[src/hw/rtl/gcab_pkg.sv]
// ----------------------------------------------------------------------------
// Gradient checker alpha blend: shared package
// Register indexes, reset values, operation codes, coefficient sequencer
// states and the gradient step bundle used by the top level and the
// coefficient unit.
// ----------------------------------------------------------------------------
package gcab_pkg;

	// Default sizes of the colour map and of the widest bar.
	localparam int TABLE_DEPTH_DEF = 1024;
	localparam int MAX_WIDTH_DEF   = 4096;

	// Fixed field widths.
	localparam int WIDTH_W = 13;
	localparam int COL_W   = 12;
	localparam int REG_W   = 32;
	localparam int IDX_W   = 3;

	// Width of one signed 16.16 gradient step kept modulo 2^24.
	localparam int STEP_W = 24;

	// Configuration register indexes.
	localparam logic [IDX_W-1:0] REG_START_COLOR = 3'd0;
	localparam logic [IDX_W-1:0] REG_MID_COLOR   = 3'd1;
	localparam logic [IDX_W-1:0] REG_END_COLOR   = 3'd2;
	localparam logic [IDX_W-1:0] REG_DARK_LEVEL  = 3'd3;
	localparam logic [IDX_W-1:0] REG_LIGHT_LEVEL = 3'd4;
	localparam logic [IDX_W-1:0] REG_CHECK_MASK  = 3'd5;
	localparam logic [IDX_W-1:0] REG_AREA_WIDTH  = 3'd6;
	localparam logic [IDX_W-1:0] REG_USE_MAP     = 3'd7;

	// Register reset values.
	localparam logic [31:0]        RST_START_COLOR = 32'h0000_00ff;
	localparam logic [31:0]        RST_MID_COLOR   = 32'hff00_00ff;
	localparam logic [31:0]        RST_END_COLOR   = 32'hffff_ffff;
	localparam logic [7:0]         RST_DARK_LEVEL  = 8'h5f;
	localparam logic [7:0]         RST_LIGHT_LEVEL = 8'ha0;
	localparam logic [7:0]         RST_CHECK_MASK  = 8'h08;
	localparam logic [WIDTH_W-1:0] RST_AREA_WIDTH  = 13'd96;
	localparam logic               RST_USE_MAP     = 1'b0;

	// Input operation codes.
	localparam logic OP_WRITE  = 1'b0;
	localparam logic OP_RENDER = 1'b1;

	// Rounding constant of the blend.
	localparam logic [15:0] BLEND_ROUND = 16'h0080;

	// Divider jobs: four channels of each half, then the map step.
	localparam logic [3:0] JOB_MAP = 4'd8;

	// Coefficient sequencer states.
	typedef enum logic [1:0] {
		CS_LOAD,
		CS_RUN,
		CS_STORE,
		CS_DONE
	} coef_state_t;

	// Per-channel gradient steps for the left and the right half.
	typedef struct packed {
		logic [3:0][STEP_W-1:0] lo;
		logic [3:0][STEP_W-1:0] hi;
	} grad_step_t;

	// Byte of an RGBA word: red first, alpha last.
	function automatic logic [7:0] byte_of(input logic [31:0] rgba, input logic [1:0] ch);
		logic [7:0] b;
		case (ch)
			2'd0:    b = rgba[31:24];
			2'd1:    b = rgba[23:16];
			2'd2:    b = rgba[15:8];
			default: b = rgba[7:0];
		endcase
		return b;
	endfunction

endpackage

[src/hw/rtl/gcab_coef.sv]
// ----------------------------------------------------------------------------
// Gradient checker alpha blend: coefficient unit
// Works out the eight gradient steps and the map step with one shared
// restoring divider, one quotient bit per cycle, after reset and after
// every configuration write.
// ----------------------------------------------------------------------------
module gcab_coef #(
	parameter int TABLE_DEPTH = gcab_pkg::TABLE_DEPTH_DEF,
	localparam int AW = $clog2(TABLE_DEPTH),
	localparam int SW = AW + 16
) (
	input  logic                         clk,
	input  logic                         arst_n,
	input  logic                         restart,
	input  logic [31:0]                  start_color,
	input  logic [31:0]                  mid_color,
	input  logic [31:0]                  end_color,
	input  logic [gcab_pkg::WIDTH_W-1:0] width,
	output gcab_pkg::grad_step_t         grad,
	output logic [SW-1:0]                map_step,
	output logic                         ready
);

	localparam int WW = gcab_pkg::WIDTH_W;
	localparam int NW = (AW + 17 > 24) ? AW + 17 : 24;
	localparam int CW = $clog2(NW);
	localparam logic [NW-1:0] MAP_NUM = NW'(TABLE_DEPTH) << 16;

	gcab_pkg::coef_state_t state_q, state_d;
	logic [3:0]    job_q;
	logic [CW-1:0] cnt_q;

	logic load_en, run_en, store_en;

	logic [NW-1:0] num_q;
	logic [WW-1:0] rem_q;
	logic [WW-1:0] den_q;
	logic [3:0][gcab_pkg::STEP_W-1:0] lo_q, hi_q;
	logic [SW-1:0] map_step_q;

	logic [31:0]   from_c, to_c;
	logic [7:0]    a_c, b_c, mag_c;
	logic          neg_c;
	logic [NW-1:0] num_c;
	logic [WW-1:0] den_c;
	logic [WW:0]   trial_c, diff_c;
	logic          ge_c;
	logic [gcab_pkg::STEP_W-1:0] q_c, step_c;

	// Next state of the sequencer; a configuration write starts over.
	always_comb begin
		state_d = state_q;
		case (state_q)
			gcab_pkg::CS_LOAD:  state_d = gcab_pkg::CS_RUN;
			gcab_pkg::CS_RUN:   state_d = (cnt_q == '0) ? gcab_pkg::CS_STORE : gcab_pkg::CS_RUN;
			gcab_pkg::CS_STORE: begin
				state_d = (job_q == gcab_pkg::JOB_MAP) ? gcab_pkg::CS_DONE : gcab_pkg::CS_LOAD;
			end
			gcab_pkg::CS_DONE:  state_d = gcab_pkg::CS_DONE;
			default:            state_d = gcab_pkg::CS_LOAD;
		endcase
		if (restart) begin
			state_d = gcab_pkg::CS_LOAD;
		end
	end

	// Sequencer outputs.
	always_comb begin
		load_en  = 1'b0;
		run_en   = 1'b0;
		store_en = 1'b0;
		ready    = 1'b0;
		case (state_q)
			gcab_pkg::CS_LOAD:  load_en  = 1'b1;
			gcab_pkg::CS_RUN:   run_en   = 1'b1;
			gcab_pkg::CS_STORE: store_en = 1'b1;
			gcab_pkg::CS_DONE:  ready    = 1'b1;
			default:            ready    = 1'b0;
		endcase
	end

	// Sequencer registers: state, job number and bit counter.
	always_ff @(posedge clk or negedge arst_n) begin
		if (!arst_n) begin
			state_q <= gcab_pkg::CS_LOAD;
			job_q   <= '0;
			cnt_q   <= '0;
		end else begin
			state_q <= state_d;
			if (restart) begin
				job_q <= '0;
			end else if (store_en && job_q != gcab_pkg::JOB_MAP) begin
				job_q <= job_q + 4'd1;
			end
			if (load_en) begin
				cnt_q <= CW'(NW - 1);
			end else if (run_en) begin
				cnt_q <= cnt_q - CW'(1);
			end
		end
	end

	// Operands of the current job. Gradient jobs divide the 16.16 colour
	// difference magnitude by half the width; the map job divides the
	// scaled table depth by the width.
	always_comb begin
		from_c = job_q[2] ? mid_color : start_color;
		to_c   = job_q[2] ? end_color : mid_color;
		a_c    = gcab_pkg::byte_of(from_c, job_q[1:0]);
		b_c    = gcab_pkg::byte_of(to_c, job_q[1:0]);
		neg_c  = (b_c < a_c);
		mag_c  = neg_c ? (a_c - b_c) : (b_c - a_c);
		if (job_q == gcab_pkg::JOB_MAP) begin
			num_c = MAP_NUM;
			den_c = width;
		end else begin
			num_c = NW'({mag_c, 16'h0000});
			den_c = {1'b0, width[WW-1:1]};
		end
	end

	// One restoring step and the signed step that truncates toward zero.
	always_comb begin
		trial_c = {rem_q, num_q[NW-1]};
		diff_c  = trial_c - {1'b0, den_q};
		ge_c    = (trial_c >= {1'b0, den_q});
		q_c     = num_q[gcab_pkg::STEP_W-1:0];
		step_c  = neg_c ? (~q_c + gcab_pkg::STEP_W'(1)) : q_c;
	end

	// Divider datapath and result registers.
	always_ff @(posedge clk) begin
		if (load_en) begin
			num_q <= num_c;
			rem_q <= '0;
			den_q <= den_c;
		end else if (run_en) begin
			num_q <= {num_q[NW-2:0], ge_c};
			rem_q <= ge_c ? diff_c[WW-1:0] : trial_c[WW-1:0];
		end
		if (store_en) begin
			if (job_q == gcab_pkg::JOB_MAP) begin
				map_step_q <= SW'(num_q);
			end else if (job_q[2]) begin
				hi_q[job_q[1:0]] <= step_c;
			end else begin
				lo_q[job_q[1:0]] <= step_c;
			end
		end
	end

	assign grad.lo  = lo_q;
	assign grad.hi  = hi_q;
	assign map_step = map_step_q;

endmodule

[config.mk]
export PLATFORM = sky130hd
export DESIGN_NAME = gcab_coef
export DESIGN_NICKNAME = d
export VERILOG_FILES = /design/src/hw/rtl/gcab_pkg.sv /design/src/hw/rtl/gcab_coef.sv
export SDC_FILE = /design/constraint.sdc
export NUM_CORES = 1
export LEC_CHECK = 0
export CORE_MARGIN = 2
export CORE_UTILIZATION = 63
export DETAILED_ROUTE_END_ITERATION = 6
export DONT_BUFFER_PORTS = 1
export HOLD_SLACK_MARGIN = 0.15
export PLACE_DENSITY = 0.79
export SYNTH_ARGS = -nofsm -noshare
export SYNTH_HDL_FRONTEND = slang
export SYNTH_SLANG_ARGS = --single-unit
[constraint.sdc]
create_clock -name clk -period 5.5 [get_ports clk]
set_clock_uncertainty 0.2 [all_clocks]
set_input_delay 0.55 -clock clk [delete_from_list [all_inputs] [get_ports clk]]
set_output_delay 0.55 -clock clk [all_outputs]
set_load 0.005 [all_outputs]
==> metrics.md, run 1 <==
| Metric | Value |
|---|---|
| Height of the die | between 100 and 150 um |
| Clk slew on worst S/H paths | around 0.070 ns |
| Max-cap violations | 0 |
| Buffer depth of the longest clock path | 3 |
| Fraction of final layout cells with drive strength greater than 1 | 8.05% |
| Fmax | around 200 MHz |
| Unrepaired setup endpoints after global routing | false |
| Sum Neg Setup Slack | 0 ns |
| Post-synthesis sequential area ratio | 70.7% |
| Vias per std cell | 6.30 |
| Worst rel slew slack | 26.0% |
| Buffers inserted during post-CTS setup optimization | 0 |
| Crit Reg-Reg Endpoint | grad[189] |
| Power per standard cell area | 420 nW/um^2 |
| Top-Level Pins | between 300 and 400 |
| Slack of the critical path | 0.514 ns |
| Clock Latency Late Sink | 0.51 ns |
| Synthesis-to-layout area growth | 11.9% |
| Worst Setup Slack post-DPL | around 0.51 ns |
| Area share of fa/ha/maj cells after synthesis | ~4.1% |
| Startpoint class of the critical path | flop |
| GR Overflow Total | 0 |
| Worst endpoint data arrival time | 4.99 ns |
| Worst setup path startpoint | job_q[0] |
| Std cell rows | 49 |
| Final Cycle Share | 90.6% |
| Number of iterations in the first detailed-routing pass | 5 |
| NumNets Final | slightly above 1000 |
| Multi-input combinational cell area | 3140 um^2 |
| Width of the die | 140 um |
| Proportion of synthesized area in mux cells | less than 1% |
| Top library cells by usage in the layout, fill and taps aside | edfxtp_1 (258), nand2_1 (101), o21ai_0 (62) |
| Net count of the mapped netlist | 984 |
| Yosys top cell by area | edfxtp_1 |
| Mean Syn Cell Area | 14.0 um^2 |
| Min-Delay Path Class | flop to flop |
| Worst supply voltage drop on vdd | 0.242 mV |
| Gpl congestion | 0.870 |
| Effective utilization at floorplan | approximately 65% |
| R2r startpoint | job_q[0] |
| Layout fillers | ~1100 |
| Routed wire per std cell | 23.9 um |
| Antenna violations before repair | 0 |
| Critical path capture point | grad[189] |
| Combinational family with the most area after synthesis | compound AO/OA/AOI/OAI gates |
| Critical Path Sink Type | flop |
| Data required time at the worst endpoint | 5.51 ns |
| Number of flip-flops and latches in the synthesized netlist | 282 |
| Port Buf Inserts | 0 |
| Number of cell instances on the worst register-to-register path | 17 |
| Number of synthesized flops with an enable pin | 258 |
| Top cells by area, synth | edfxtp_1 (66%), ha_1 (3.6%), nand2_1 (3.2%), o21ai_0 (2.6%), dfrtp_1 (2.4%) |
| Fraction of synthesized cell area taken by the top area cell type | 66.1% |
| Via count of the first global-routing pass | 6665 |
| Most common cell after layout, fill and taps aside | edfxtp_1 |
| Detailed Place HPWL | approximately 18000 um |
| Simple-gate share of the synthesized area | ~8.1% |
| Final number of hold-violating endpoints | 0 |
| Largest fanout on the critical path | 26 |
| Num Clock Sinks | 282 |
| Core footprint | 18100 um^2 |
| Total via count in the routed design | 6998 |
| # DRC | 0 |
| Fraction of synthesized cell area in xor and xnor cells | approximately 2.8% |
| Wirelength, routed | ~27000 um |
| Wire length of the first global-routing pass | slightly below 40000 um |
| Sequential standard cell area | roughly 8300 um^2 |
| Slowest stage delay, CP | 0.75 ns |
| Post-synth design cell area | between 10000 and 15000 um^2 |
| Max-slew violations | 0 |
| Number of antenna diodes | 0 |
| Final critical path time including I/O delays and setup | 4.99 ns |
| Die Footprint | 19700 um^2 |
| Critical path type | flop to flop |
| Slew @ Worst Pin | 1.11 ns |
| Run status | complete, no violations |
| Critical-path cell list | inv_1 > ha_1 > a222oi_1 > nand2_1 > o21ai_0 > nand2_1 > o21ai_0 > inv_1 > ha_1 > inv_1 > fa_1 > a211oi_1 > o211ai_1 > nand2_1 > buf_12 > o21ai_0 > xnor2_1 |
| Max stage delay cell, worst path | ha_1 |
| Global-route usage over all layers | 25.7% |
| Largest net degree at the start of global routing | 43 |
| Leakage power | 4.78 nW |
| Initial DRC count | about 600 |
| Total number of H-tree levels | 1 |
| Slack of the worst reg-to-reg path | 0.51 ns |
| Main flop type after synthesis | edfxtp_1 |
| Clock tree from TritonCTS | yes |
| Cts bufs inserted | 26 |
| Share of flip-flops with an asynchronous set or reset | around 3.9% |
| CTS Root Buffer Type | clkbuf_16 |
| Number of unique standard cell types used by synthesis | 56 |
| Setup Viol. Count Final | 0 |
| Post-DRT Antenna Nets | 0 |
| Number of synthesis warnings | 0 |
| Cell count after synthesis | between 800 and 900 |
| Post-synthesis compound-gate area fraction | 11.0% |
layer usage:
| layer | global-route usage (%) | share of wire (%) |
|---|---|---|
| met1 | 33.7 | 40 |
| met2 | 44.8 | 50 |
| met3 | 4.44 | 7.5 |
| met4 | 6.91 | 2.4 |
| met5 | 0 | 0 |
state kept, by name, indices dropped and copies added, names as in the netlist:
signal and flops:
cnt_q 5, den_q 13, grad 192, job_q 4
map_step 26, num_q 27, rem_q 13, state_q 2
cell type report:
type | instances | area share [%]
well taps | 229 | 2.19
inverters | 43 | 1.24
clock inverters | 17 | 1.63
flip-flops and latches | 282 | 63.2
multi-input cells | 474 | 23.9
clock buffers | 30 | 5.24
repair buffers | 36 | 2.56
timing repair:
action	CTS	global route
setup endpoints to repair	0	8
endpoints found under the hold margin	30	0
hold buffers	21	0
resized for setup	0	1
kinds of logic after synthesis:
logic type	count (synthesis)
compound gates	189
flops	282
mux	7
fa+ha+maj	37
simple gates	203
xor+xnor	38
buf+inv	79
critical path, delay by kind of cell (launching register included):
| family | cells | cell delay, ns |
|---|---|---|
| buffers and inverters | 4 | 0.54 |
| DFF | 1 | 0.42 |
| adders and majority gates | 3 | 1.33 |
| and+or+nand+nor | 3 | 0.62 |
| AOI/OAI and AO/OA | 6 | 1.04 |
| xor gates and xnor gates | 1 | 0.51 |
cells in the mapped netlist, types with 11 or more instances:
master / number
nand2_1: 101
edfxtp_1: 258
a21oi_1: 34
dfxtp_1: 13
clkbuf_1: 29
a222oi_1: 24
dfrtp_1: 11
inv_1: 42
nor2_1: 34
o21ai_0: 62
ha_1: 34
o211ai_1: 11
and2_1: 21
xnor2_1: 28
where the power goes:
group | internal, mW | switching [mW] | leakage, nW | total (mW)
clock | 1.13 | 0.719 | 0.438 | 1.85
combinational | 0.341 | 0.595 | 1.65 | 0.935
sequential | 2.63 | 0.0874 | 2.69 | 2.71
stage by stage:
stage                     utilization (%)  cell area [um^2]  power (mW)  cells  hold WS (ns)
after floorplan                         -             11700        3.42    835        0.0544
after global placement               66.3             12000        3.60   1043        0.0555
after detailed placement             66.3             12000        3.66   1043        0.0555
after CTS                            72.5             13100        5.50   1111         0.232
after global routing                 72.5             13100        5.71   1111         0.242
final                                72.5             13100        5.50   1111         0.244
worst min path at each step:
stage | slack [ns] | to | depth (start not counted) | start
6_report | 0.24 | map_step[24] | 0 | num_q[24]
2_1_floorplan | 0.05 | cnt_q[0] | 0 | arst_n
3_3_place_gp | 0.06 | job_q[0] | 0 | arst_n
5_1_grt | 0.24 | map_step[24] | 0 | num_q[24]
3_5_place_dp | 0.06 | job_q[0] | 0 | arst_n
4_1_cts | 0.23 | map_step[24] | 0 | num_q[24]
Power figures use the tool's default switching activity.
==> run 2, diff against run 1 <==
Settings changed: CELL_PAD_IN_SITES_DETAIL_PLACEMENT set to 2, CELL_PAD_IN_SITES_GLOBAL_PLACEMENT set to 2, CORE_UTILIZATION 63 to 38, PLACE_DENSITY 0.79 to unset, PLACE_DENSITY_LB_ADDON set to 0.1.
Clock period 5.5 ns to 4.1 ns, I/O delays scaled along.
==> run 2 against run 1 <==
Effect of this change:
- design area rose by 8.4%
- hold slack gained 0.031 ns
- clock-buffer cell count grew 19
- setup slack got worse by 0.35 ns
- non-clock buffer count up 55
- via count up 9.2%
- clock power up 40%
- first-iteration DRC count shrank 10%
- sequential power increased by 35%
- sequential cell count is the same
- final cell count up 21%
- critical endpoint is now grad[190]
==> metrics.md, run 2 (synthesized netlist as in run 1, its figures left out) <==
| Metric | Value |
|---|---|
| Total number of H-tree levels | 1 |
| GR Overflow Total | 0 |
| NumNets Final | 1071 |
| Slew @ Worst Pin | 1.09 ns |
| Post-DRT Antenna Nets | 0 |
| Final critical path time including I/O delays and setup | around 3.9 ns |
| Top library cells by usage in the layout, fill and taps aside | edfxtp_1 (258), nand2_1 (100), buf_4 (61) |
| Share of total power in sequential cells | 46.1% |
| Number of iterations in the first detailed-routing pass | 5 |
| Data required time at the worst endpoint | 4.18 ns |
| Clk slew on worst S/H paths | 0.06 ns |
| Worst supply voltage drop on vdd | 0.337 mV |
| Clock Latency Late Sink | roughly 0.55 ns |
| Slack of the critical path | 0.168 ns |
| Largest fanout on the critical path | 8 |
| Worst hold slack after final layout | approximately 0.27 ns |
| Final cell utilization of the core | 46.6% |
| Initial DRC count | 530 |
| Std cell rows | 64 |
| Effective utilization at floorplan | 38.4% |
| Cell internal power dissipation | 5.67 mW |
| Switching power as a share of total power | 28.6% |
| Worst endpoint data arrival time | 4.01 ns |
| Detailed Place HPWL | 29100 um |
| Sequential standard cell area | 8280 um^2 |
| Total buffers and inverters traversed by the critical path | 7 |
| Via count of the first global-routing pass | 7972 |
| Gpl congestion | slightly below 0.8 |
| Top-Level Pins | 331 |
| Width of the die | 180 um |
| Max stage delay cell, worst path | dfrtp_1 |
| Buffer depth of the longest clock path | 3 |
| Run status | complete, no violations |
| Die Footprint | 32200 um^2 |
| Max-slew violations | 0 |
| Num Clock Sinks | 282 |
| Family with the most delay on the worst path | compound AO/OA/AOI/OAI gates |
| Synthesis-to-layout area growth | 21.3% |
| Most common cell after layout, fill and taps aside | edfxtp_1 |
| Final number of hold-violating endpoints | 0 |
| Worst Setup Slack post-DPL | -0.448 ns |
| Wirelength, routed | 40500 um |
| Critical Path Sink Type | flop |
| Setup Viol. Count Final | 0 |
| Vias per std cell | 5.70 |
| Critical-path cell list | buf_4 > ha_4 > a222oi_1 > nand2_1 > o21ai_2 > o21ai_1 > inv_1 > ha_2 > inv_2 > fa_2 > a211oi_2 > o211ai_1 > nand2_2 > buf_12 > buf_12 > buf_4 > o31ai_2 > xnor2_2 > buf_4 |
| Port Buf Inserts | 0 |
| Largest net degree at the start of global routing | 37 |
| Clock network power share | 32.7% |
| Global-route usage over all layers | 24.1% |
| Antenna violations before repair | 0 |
| Max-cap violations | 0 |
| Fmax | 254 MHz |
| Multi-input combinational cell area | 3480 um^2 |
| Cell type with the highest occurrence count on the critical path | buf_4 |
| Max FFs per register | around 190 |
| Critical path type | flop to flop |
| Power share of the combinational group | around a fifth |
| Height of the die | 180 um |
| Layout fillers | 2910 |
| Net Sw Power | 2.27 mW |
| Min-Delay Path Class | flop to flop |
| Leakage power | 5.27 nW |
| Routed wire per std cell | 30.1 um |
| Wire length of the first global-routing pass | 58600 um |
| # DRC | 0 |
| Power per standard cell area | 559 nW/um^2 |
| Startpoint class of the critical path | flop |
| Unrepaired setup endpoints after global routing | true |
| Final Cycle Share | 95.9% |
| CTS Root Buffer Type | clkbuf_16 |
| Number of antenna diodes | 0 |
| Fraction of final layout cells with drive strength greater than 1 | 19.2% |
| Clock tree from TritonCTS | yes |
| Cts bufs inserted | 30 |
| Slowest stage delay, CP | approximately 0.40 ns |
| Worst rel slew slack | 27.1% |
| Core footprint | 30500 um^2 |
| Total via count in the routed design | 7643 |
-- run 2: cell count changes in the layout (fill, tap and decap cells not counted), moves of 5 or more --
cell,before,now
clkbuf_16,27,32
xnor2_1,28,8
buf_4,14,61
o21ai_2,0,11
o21ai_1,1,10
xnor2_2,0,17
clkbuf_8,0,8
bufinv_16,5,0
ha_1,33,26
o21ai_0,62,42
clkbuf_1,3,11
-- run 2: final timing paths --
kind                           start  slack, ns           end  cells past startpoint
max                         job_q[1]       0.17     grad[190]                     19
min                        num_q[24]       0.27  map_step[24]                      0
max reg2reg                 job_q[1]       0.17     grad[190]                     19
min reg2reg                num_q[24]       0.27  map_step[24]                      0
max in group asynchronous     arst_n       2.54      job_q[0]                      2
min in group asynchronous     arst_n       0.68      job_q[1]                      2
-- run 2: repair_timing --
item	4_1_cts	5_1_grt
buffers inserted	7	9
endpoints found under the setup margin	189	189
cloned	0	2
pin swaps	8	25
hold endpoints to repair	30	0
resized for setup	36	47
hold buffers	23	0
-- run 2: layout make-up --
| cell class | count | share of cell area, % |
|---|---|---|
| Sequential cell | 282 | 58.3 |
| Inverter | 43 | 1.16 |
| Clock inverter | 7 | 0.335 |
| Timing Repair Buffer | 91 | 5.84 |
| Multi-Input combinational cell | 474 | 24.5 |
| Clock buffer | 49 | 6.35 |
| Tap cell | 396 | 3.49 |
-- run 2: power groups by stage --
stage / combinational, mW / clock (mW) / sequential [mW]
6_report: 1.68 / 2.59 / 3.66
4_1_cts: 1.59 / 2.65 / 3.66
3_5_place_dp: 1.43 / 0 / 3.71
5_1_grt: 1.84 / 2.75 / 3.67
2_1_floorplan: 0.941 / 0 / 3.65
3_3_place_gp: 1.25 / 0 / 3.69
-- run 2: layer usage --
layer	vias to the layer above	track usage [%]	routed length, um
met5	-	0	0
met4	0	3.15	525
met3	40	5.29	2730
met2	350	39.8	19300
met1	3936	33.6	17900
li1	3317	-	-
-- run 2: stage by stage --
step	total power, mW	cells	TNS (ns)	cell area, um^2
floorplan	4.59	835	0	11700
global placement	4.94	1245	-0.221	12500
detailed placement	5.14	1245	-54.98	12500
CTS	7.90	1331	0	13900
global route	8.27	1342	-0.897	14200
finish	7.94	1342	0	14200
==> run 3, diff against run 2 <==
Settings changed: CORE_UTILIZATION 38 to 45.
Clock period 4.1 ns to 4.9 ns, I/O delays scaled along.
==> run 3 against run 2 <==
Effect of this change:
- utilization increased by 6.2 points
- register-to-register slack worse by 0.10 ns
- hold slack got worse by 0.069 ns
- final cell count down 8.1%
- critical path depth fell by 3
- critical endpoint is now num_q[21]
- sequential cell count did not move
- die area is 15% lower
- critical path type unchanged
- wire length grew 23%
- maximum frequency decreased by 19%
- via count up 6.5%
==> metrics.md, run 3 (synthesized netlist as in run 1, its figures left out) <==
| Metric | Value |
|---|---|
| Antenna violations before repair | 1 |
| Cell internal power dissipation | approximately 4.7 mW |
| Crit Reg-Reg Endpoint | num_q[21] |
| Final critical path time including I/O delays and setup | 4.83 ns |
| Synthesis-to-layout area growth | 16.5% |
| Routed wire per std cell | 40.3 um |
| Sum Neg Setup Slack | 0 ns |
| Power share of the combinational group | approximately 22% |
| Gpl congestion | 0.783 |
| Setup Viol. Count Final | 0 |
| Cts bufs inserted | 30 |
| Cell type with the highest occurrence count on the critical path | o21ai_0 |
| GRT busiest layer | met2 |
| Clock tree from TritonCTS | yes |
| Num Clock Sinks | 282 |
| Total via count in the routed design | between 8000 and 9000 |
| Initial DRC count | 1035 |
| Number of stages on the worst setup path | 16 |
| Final number of hold-violating endpoints | 0 |
| Wirelength, routed | 49700 um |
| Post-DRT Antenna Nets | 0 |
| Top library cells by usage in the layout, fill and taps aside | edfxtp_1 (258), nand2_1 (100), o21ai_0 (58) |
| Vias per std cell | 6.60 |
| Switching power as a share of total power | 32.3% |
| Worst supply voltage drop on vdd | ~0.33 mV |
| Fmax | 207 MHz |
| Critical Path Sink Type | flop |
| GR Overflow Total | 0 |
| Worst hold slack after final layout | roughly 0.2 ns |
| Total buffers and inverters traversed by the critical path | 3 |
| Net Sw Power | between 2 and 2.5 mW |
| Buffer depth of the longest clock path | 3 |
| Met1 usage in global routing | between 40 and 50% |
| Wire length of the first global-routing pass | 67400 um |
| Detailed Place HPWL | roughly 32000 um |
| Top-Level Pins | 331 |
| Std cell rows | 59 |
| Largest net degree at the start of global routing | 39 |
| Max FFs per register | ~190 |
| Clock Latency Late Sink | around 0.59 ns |
| Min-Delay Path Class | input pin to asynchronous set/reset pin |
| Max-slew violations | 0 |
| Die Footprint | approximately 27000 um^2 |
| Width of the die | approximately 170 um |
| Worst rel slew slack | 22.7% |
| Final Cycle Share | a little over nine tenths |
| Worst setup path startpoint | job_q[0] |
| Family with the most delay on the worst path | compound AO/OA/AOI/OAI gates |
| M2 GR Usage | 56.4% |
| Startpoint class of the critical path | flop |
| Height of the die | 165 um |
| Slack of the worst reg-to-reg path | between 0.06 and 0.07 ns |
| Run status | complete, no violations |
| Port Buf Inserts | 0 |
| Number of antenna diodes | 0 |
| Met3 Resource Use GR | 12.1% |
| NumNets Final | about 1000 |
| Power per standard cell area | 513 nW/um^2 |
| Max-cap violations | 0 |
| Critical path type | flop to flop |
| Number of iterations in the first detailed-routing pass | 6 |
| Fraction of final layout cells with drive strength greater than 1 | 12.9% |
| Most common cell after layout, fill and taps aside | edfxtp_1 |
| Effective utilization at floorplan | between 40% and 50% |
| Slowest stage delay, CP | approximately 0.45 ns |
| Total number of H-tree levels | 1 |
| Worst endpoint data arrival time | 4.95 ns |
| Core footprint | between 20000 and 30000 um^2 |
| Data required time at the worst endpoint | ~5.0 ns |
| Global-route usage over all layers | between 30% and 40% |
| Critical-path cell list | inv_1 > ha_4 > buf_4 > a222oi_1 > nand2_1 > o21ai_0 > o21ai_0 > ha_1 > a21oi_1 > o211ai_1 > nand2_2 > buf_8 > a21oi_1 > nor2_1 > xor2_1 > o21ai_0 |
| Number of cell instances on the worst register-to-register path | 16 |
| Slew @ Worst Pin | 1.16 ns |
| Leakage power | roughly 5.0 nW |
| Max stage delay cell, worst path | dfrtp_2 |
| Via count of the first global-routing pass | 8260 |
| Clk slew on worst S/H paths | 0.07 ns |
| Largest fanout on the critical path | 30 |
| R2r startpoint | job_q[0] |
| Critical path capture point | num_q[21] |
| # DRC | 0 |
| CTS Root Buffer Type | clkbuf_16 |
| Final cell utilization of the core | a little over half |
| Share of total power in sequential cells | 44.0% |
| Clock network power share | 34.2% |
==> run 3: area by class of cell <==
cell class,count,area [um^2]
Inverter,43,163
Sequential cell,282,8290
Fill cell,2366,12200
Clock buffer,34,786
Multi-Input combinational cell,474,3380
Timing Repair Buffer,44,409
Clock inverter,21,204
Tap cell,335,419
==> run 3: how the worst min path moves through the flow <==
stage / start / to / cells after the start
after global routing: arst_n / job_q[0] / 1
after detailed placement: arst_n / job_q[0] / 0
after CTS: arst_n / job_q[0] / 1
after global placement: arst_n / job_q[1] / 0
after floorplan: arst_n / cnt_q[0] / 0
final: arst_n / job_q[1] / 1
==> run 3: per-stage QoR <==
stage	total power [mW]	setup WS [ns]	cell area (um^2)	cells
after CTS	6.91	0.00242	13500	1228
after global routing	7.13	-0.0728	13600	1233
final	7.00	0.0684	13600	1233
after global placement	4.08	0.366	12100	1148
after detailed placement	4.35	-0.373	12100	1148
after floorplan	3.84	0.828	11700	835
==> run 3: timing repair <==
| action | 4_1_cts | 5_1_grt |
|---|---|---|
| buffers inserted | 3 | 5 |
| hold buffers | 22 | 0 |
| pin swaps | 4 | 5 |
| gates cloned | 0 | 0 |
| resized for setup | 21 | 25 |
| hold endpoints to repair | 30 | 0 |
| endpoints found under the setup margin | 172 | 157 |
==> run 3: worst reg2reg max path, stage by stage, from the launching register on <==
cell	delay [ns]
dfrtp_2	0.45
inv_1	0.21
ha_4	0.26
buf_4	0.25
a222oi_1	0.13
nand2_1	0.09
o21ai_0	0.15
o21ai_0	0.36
ha_1	0.38
a21oi_1	0.44
o211ai_1	0.29
nand2_2	0.20
buf_8	0.27
a21oi_1	0.12
nor2_1	0.27
xor2_1	0.33
o21ai_0	0.16
==> run 3: per-layer routing <==
metal,routed length [um],vias to the layer above
met1,19300,4219
met2,23000,606
met3,5870,102
met4,1480,0
met5,0,-
li1,-,3216
==> run 3: power groups by stage <==
stage | combinational [mW] | clock (mW) | sequential (mW)
floorplan | 0.787 | 0 | 3.05
global placement | 0.995 | 0 | 3.09
detailed placement | 1.24 | 0 | 3.11
CTS | 1.43 | 2.40 | 3.07
global route | 1.58 | 2.47 | 3.08
finish | 1.52 | 2.39 | 3.08
